`config.mk`:
```
export PLATFORM = sky130hd
export DESIGN_NAME = lfu_cell
export DESIGN_NICKNAME = d
export VERILOG_FILES = /design/src/lfu_pkg.sv /design/src/lfu_cell.sv
export SDC_FILE = /design/constraint.sdc
export NUM_CORES = 1
export LEC_CHECK = 0
export BUFFER_PORTS_ARGS = -buffer_cell sky130_fd_sc_hd__buf_2
export CORE_AREA = 3 3 204 206
export CTS_CLUSTER_DIAMETER = 120
export DETAILED_ROUTE_END_ITERATION = 10
export DIE_AREA = 0 0 207 209
export PLACE_DENSITY = 0.61
export SETUP_SLACK_MARGIN = 0.15
export SLEW_MARGIN = 25
export SYNTH_ARGS = -nofsm -noshare
export SYNTH_HDL_FRONTEND = slang
export SYNTH_SLANG_ARGS = --single-unit
```
`constraint.sdc`:
```
create_clock -name clk -period 12.05 [get_ports clk]
set_clock_uncertainty 0.2 [all_clocks]
set_input_delay 0.6025 -clock clk [delete_from_list [all_inputs] [get_ports clk]]
set_output_delay 0.6025 -clock clk [all_outputs]
set_load 0.02 [all_outputs]
```
`src/lfu_pkg.sv`:
```
// lfu_pkg: shared constants and types for the lfu cache
`timescale 1ns / 1ps
`default_nettype none
package lfu_pkg;
  localparam int Capacity = 16;
  localparam int IdxW = $clog2(Capacity);
  localparam int CntW = $clog2(Capacity + 1);
  localparam logic REQ_GET = 1'b0;
  localparam logic REQ_PUT = 1'b1;
  localparam logic [4:0] CAP_RESET = 5'd16;

  typedef struct packed {
    logic        req_type;
    logic [31:0] key;
    logic [31:0] value;
  } req_t;

  typedef struct packed {
    logic        hit;
    logic [31:0] read_value;
    logic        evicted;
    logic [31:0] evicted_key;
  } rsp_t;

  // search token passed along the cell chain
  typedef struct packed {
    logic              match;
    logic [IdxW-1:0]   match_idx;
    logic [31:0]       match_val;
    logic              vic_ok;
    logic [IdxW-1:0]   vic_idx;
    logic [31:0]       vic_key;
    logic [31:0]       vic_cnt;
    logic [63:0]       vic_stamp;
    logic              free_ok;
    logic [IdxW-1:0]   free_idx;
  } tok_t;

  // write command broadcast to the cells
  typedef struct packed {
    logic            en;
    logic [IdxW-1:0] idx;
    logic            fresh;
    logic            upd_val;
    logic            inval;
    logic [31:0]     key;
    logic [31:0]     value;
    logic [63:0]     stamp;
  } wcmd_t;
endpackage
`default_nettype wire

```
`src/lfu_cell.sv`:
```
// lfu_cell: one cache entry with its registered search stage
`timescale 1ns / 1ps
`default_nettype none
module lfu_cell (
  input  wire logic                  clk,
  input  wire logic                  rst_n,
  input  wire logic [lfu_pkg::IdxW-1:0] my_idx,
  input  wire logic [31:0]           srch_key,
  input  wire logic                  clr,
  input  wire lfu_pkg::tok_t         tok_in,
  output lfu_pkg::tok_t              tok_out,
  input  wire lfu_pkg::wcmd_t        wcmd
);
  import lfu_pkg::*;
  logic        valid_r;
  logic [31:0] key_r, val_r, cnt_r;
  logic [63:0] stamp_r;
  tok_t        t_nxt, tok_r;
  logic        better;

  always_comb begin
    t_nxt = tok_in;
    better = !tok_in.vic_ok || cnt_r < tok_in.vic_cnt ||
             (cnt_r == tok_in.vic_cnt && stamp_r < tok_in.vic_stamp);
    if (valid_r && key_r == srch_key && !tok_in.match) begin
      t_nxt.match = 1'b1;
      t_nxt.match_idx = my_idx;
      t_nxt.match_val = val_r;
    end
    if (valid_r && better) begin
      t_nxt.vic_ok = 1'b1;
      t_nxt.vic_idx = my_idx;
      t_nxt.vic_key = key_r;
      t_nxt.vic_cnt = cnt_r;
      t_nxt.vic_stamp = stamp_r;
    end
    if (!valid_r && !tok_in.free_ok) begin
      t_nxt.free_ok = 1'b1;
      t_nxt.free_idx = my_idx;
    end
  end

  always_ff @(posedge clk) begin
    if (!rst_n || clr) begin
      tok_r <= '0;
    end else begin
      tok_r <= t_nxt;
    end
  end
  assign tok_out = tok_r;

  always_ff @(posedge clk) begin
    if (!rst_n) begin
      valid_r <= 1'b0;
    end else if (wcmd.en && wcmd.idx == my_idx) begin
      if (wcmd.inval) begin
        valid_r <= 1'b0;
      end else if (wcmd.fresh) begin
        valid_r <= 1'b1;
        key_r <= wcmd.key;
        val_r <= wcmd.value;
        cnt_r <= 32'd1;
        stamp_r <= wcmd.stamp;
      end else begin
        if (wcmd.upd_val) val_r <= wcmd.value;
        if (cnt_r != 32'hFFFF_FFFF) cnt_r <= cnt_r + 32'd1;
        stamp_r <= wcmd.stamp;
      end
    end
  end
endmodule
`default_nettype wire
```
==> impl_metrics.json <==
{
  "path_class": "reg -> reg",
  "grt_pass1_vias": 12700,
  "wirelength_mm": 47.0,
  "dieArea_mm2": 0.0433,
  "die_h_um": 209,
  "io-pin-count": 525,
  "numPlacedInstances": 2398,
  "core_mm2": 0.0398,
  "power_leakage_nw": 10.4,
  "period_minus_slack_ns": 3.89,
  "avgSynthCellArea_um2": 10.8,
  "irDropWorstVdd_mv": 0.101,
  "synth_edf_count": 160,
  "p_seq_frac": 0.452,
  "portBuffers": 524,
  "path_common_cell": "or4_1",
  "hold_depth": 1,
  "max_stage_delay_ns": 0.60,
  "switching_share": 0.233,
  "nets": 2475,
  "status": "finished, final reports clean",
  "min_path_type": "in -> reg",
  "floorplan.initialDensity": 0.379,
  "place_area_mm2": 0.0181,
  "area_growth_pct": 36.9,
  "rsz0062_at_grt": "no",
  "setup_ws_ns": 8.16,
  "p_sw_mw": 0.635,
  "worst_pin_slew_ns": 0.955,
  "crit_path_end_kind": "flip-flop",
  "reg2reg_to": "tok_out[130]$_SDFF_PP0_",
  "yosysWarningCount": 0,
  "grt.total_usage": 0.209,
  "synth_seq_cells": 336,
  "syn-num-nets": 1843,
  "pwr-share-clk": 0.449,
  "synth.distinct_cells": 42,
  "drtIter0Drc": 629,
  "layout_commonest_cell": "buf_2",
  "yosys_most_used_dff": "dfxtp_1",
  "hold-path-endpoint": "val_r[12]$_DFFE_PP_",
  "htree_levels": 2,
  "dr_total_vias": 12300,
  "final_cells": 2595,
  "synth_area_mm2": 0.0151,
  "numCtsBuffers": 40,
  "final_cell_mix": "buf_2 (524), nand2_1 (298), dfxtp_1 (176)",
  "place_hpwl_mm": 34.7,
  "drive_gt1_frac": 0.290,
  "root_buffer": "clkbuf_16",
  "hold_viol": 0,
  "clkLatencyLatePin_ns": 0.56,
  "cts.clk_slew.worst_paths_ns": 0.06,
  "die_w_um": 207,
  "hp-start": "wcmd[76]",
  "cts_buffer_depth": 3,
  "async_flop_share": 0,
  "grt_max_degree": 113,
  "post-route-period-util": 0.323,
  "maxCapViolations": 0,
  "dpl_worst_slack_ns": 7.77,
  "relSlewSlack": 0.364,
  "row_count": 73,
  "cp_cell_sequence": "ha_1 > nand4_1 > or4_1 > or4_1 > a31oi_1 > o31ai_1 > a22oi_2 > buf_12 > mux2i_1",
  "worstPathMaxFanout": 112,
  "wl_per_cell_um": 18.1,
  "dr.pass1.iters": 5,
  "fin_tns_setup_ns": 0,
  "fin_area_mm2": 0.0206,
  "setup_viol": 0,
  "cts_tree": "done",
  "ff2ff_path_depth": 9,
  "cp.arrival_ns": 4.15,
  "routabilityCongestion": 0.911,
  "drc": 0,
  "grt_antenna_before_repair": 14,
  "slowest_stage": "buf_12",
  "maxSlewViolCount": 0,
  "fmax_mhz": 257,
  "postRouteAntennaNets": 0,
  "cts_sinks": 336,
  "rrSetupSlack_ns": 8.16,
  "p_int_mw": 2.10,
  "syn_inst": 1397,
  "cp.required_ns": 12.31,
  "startpoint_type": "flip-flop",
  "p_per_area_mw_per_mm2": 132,
  "overflow": 0,
  "vias_per_cell": 4.75,
  "ys_seq_area_frac": 0.553,
  "grt_pass1_wl_mm": 71.1,
  "combPwrFrac": 0.099,
  "timing.rr.start": "stamp_r[14]$_DFFE_PP_",
  "cts_resized": 0
}
-- power by group through the flow --
stage	registers [mW]	logic, mW	clock network [mW]
floorplan	1.29	0.0907	0
global placement	1.26	0.237	0
detailed placement	1.26	0.241	0
CTS	1.23	0.273	1.26
global route	1.24	0.299	1.30
finish	1.23	0.271	1.23
-- kinds of logic (layout without fill, tap and decap cells) --
logic type	after synthesis	after routing	share of synthesized area
other	0	9	0
AND/OR/NAND/NOR	476	476	0.133
AO/OA/AOI/OAI	97	97	0.0390
buffers and inverters	163	827	0.0488
multiplexers	168	168	0.112
XOR/XNOR	61	61	0.0354
flip-flops	336	336	0.553
adder cells (fa/ha/maj)	96	96	0.0797
-- per-stage QoR --
stage,utilization,power [mW],hold WS (ns)
2_1_floorplan,-,1.38,0.253
3_3_place_gp,0.455,1.49,0.265
3_5_place_dp,0.455,1.50,0.282
4_1_cts,0.518,2.76,0.000336
5_1_grt,0.518,2.84,0.00576
6_report,0.518,2.73,0.0330
-- critical path: cells and delay by family, from the launching register on --
| kind | cells | cell delay (ns) |
|---|---|---|
| AOI/OAI and AO/OA | 3 | 0.63 |
| and+or+nand+nor | 3 | 1.09 |
| muxes | 1 | 0.31 |
| buffers and inverters | 1 | 0.60 |
| DFF | 1 | 0.40 |
| adders and majority gates | 1 | 0.34 |
-- synthesized netlist by cell type (2+ instances only) --
library cell	count	share of area
mux2i_1	168	0.11
xnor2_1	15	0.0087
nor2b_1	5	0.0021
ha_1	96	0.080
buf_8	9	0.0090
a221oi_1	2	0.0012
or4_1	2	0.0010
o31ai_1	2	0.0010
nor3_1	9	0.0030
nor2_1	80	0.020
dfxtp_1	176	0.23
buf_4	6	0.0030
nand4_1	26	0.011
a21oi_1	42	0.014
and4_1	2	0.0012
nand2b_1	5	0.0021
and3_1	5	0.0021
xor2_1	46	0.027
or3_1	6	0.0025
a22oi_1	3	0.0015
a21o_1	12	0.0060
a211oi_1	5	0.0025
nand3_1	22	0.0073
o21ai_0	19	0.0063
nand2_1	298	0.074
inv_1	105	0.026
clkbuf_1	43	0.011
edfxtp_1	160	0.32
a31oi_1	2	0.00083
and2_1	2	0.00083
o211ai_1	2	0.0010
o41a_1	2	0.0015
nor4_1	11	0.0046
-- layout make-up --
cell class,instances,area [um2]
fill,3626,19200
sequential,336,8330
multi-input combinational,898,6040
timing repair buffer,648,3850
clock buffer,58,1180
tap,525,657
inverter,105,394
clock inverter,16,163
antenna,9,22.5
-- repair_timing --
| action | 4_1_cts | 5_1_grt |
|---|---|---|
| hold endpoints to repair | 114 | 0 |
| hold buffers | 114 | 0 |
| buffers inserted | 0 | 0 |
-- layer usage --
metal,up-vias,share of wire,track usage
li1,6042,-,-
met1,5798,0.40,0.242
met2,390,0.50,0.362
met3,99,0.073,0.0640
met4,10,0.031,0.0819
met5,-,0.0014,0
-- registers in the layout, indices dropped and copies added (netlist names) --
| name | flops |
|---|---|
| stamp_r | 64 |
| valid_r | 1 |
| key_r | 32 |
| cnt_r | 32 |
| tok_out | 175 |
| val_r | 32 |
-- worst max-delay path by stage --
stage                          startpoint                      end  slack [ns]  cells after the start
floorplan                       my_idx[2]   cnt_r[0]$_SDFFCE_PP1P_        7.56                      4
global placement                my_idx[2]      val_r[13]$_DFFE_PP_        7.89                      7
detailed placement              my_idx[3]      val_r[23]$_DFFE_PP_        7.77                      7
CTS                 stamp_r[14]$_DFFE_PP_   tok_out[99]$_SDFF_PP0_        8.22                      9
global route        stamp_r[14]$_DFFE_PP_  tok_out[110]$_SDFF_PP0_        7.99                      9
finish              stamp_r[14]$_DFFE_PP_  tok_out[130]$_SDFF_PP0_        8.16                      9
Note: power is estimated with default switching activity, not from simulation.
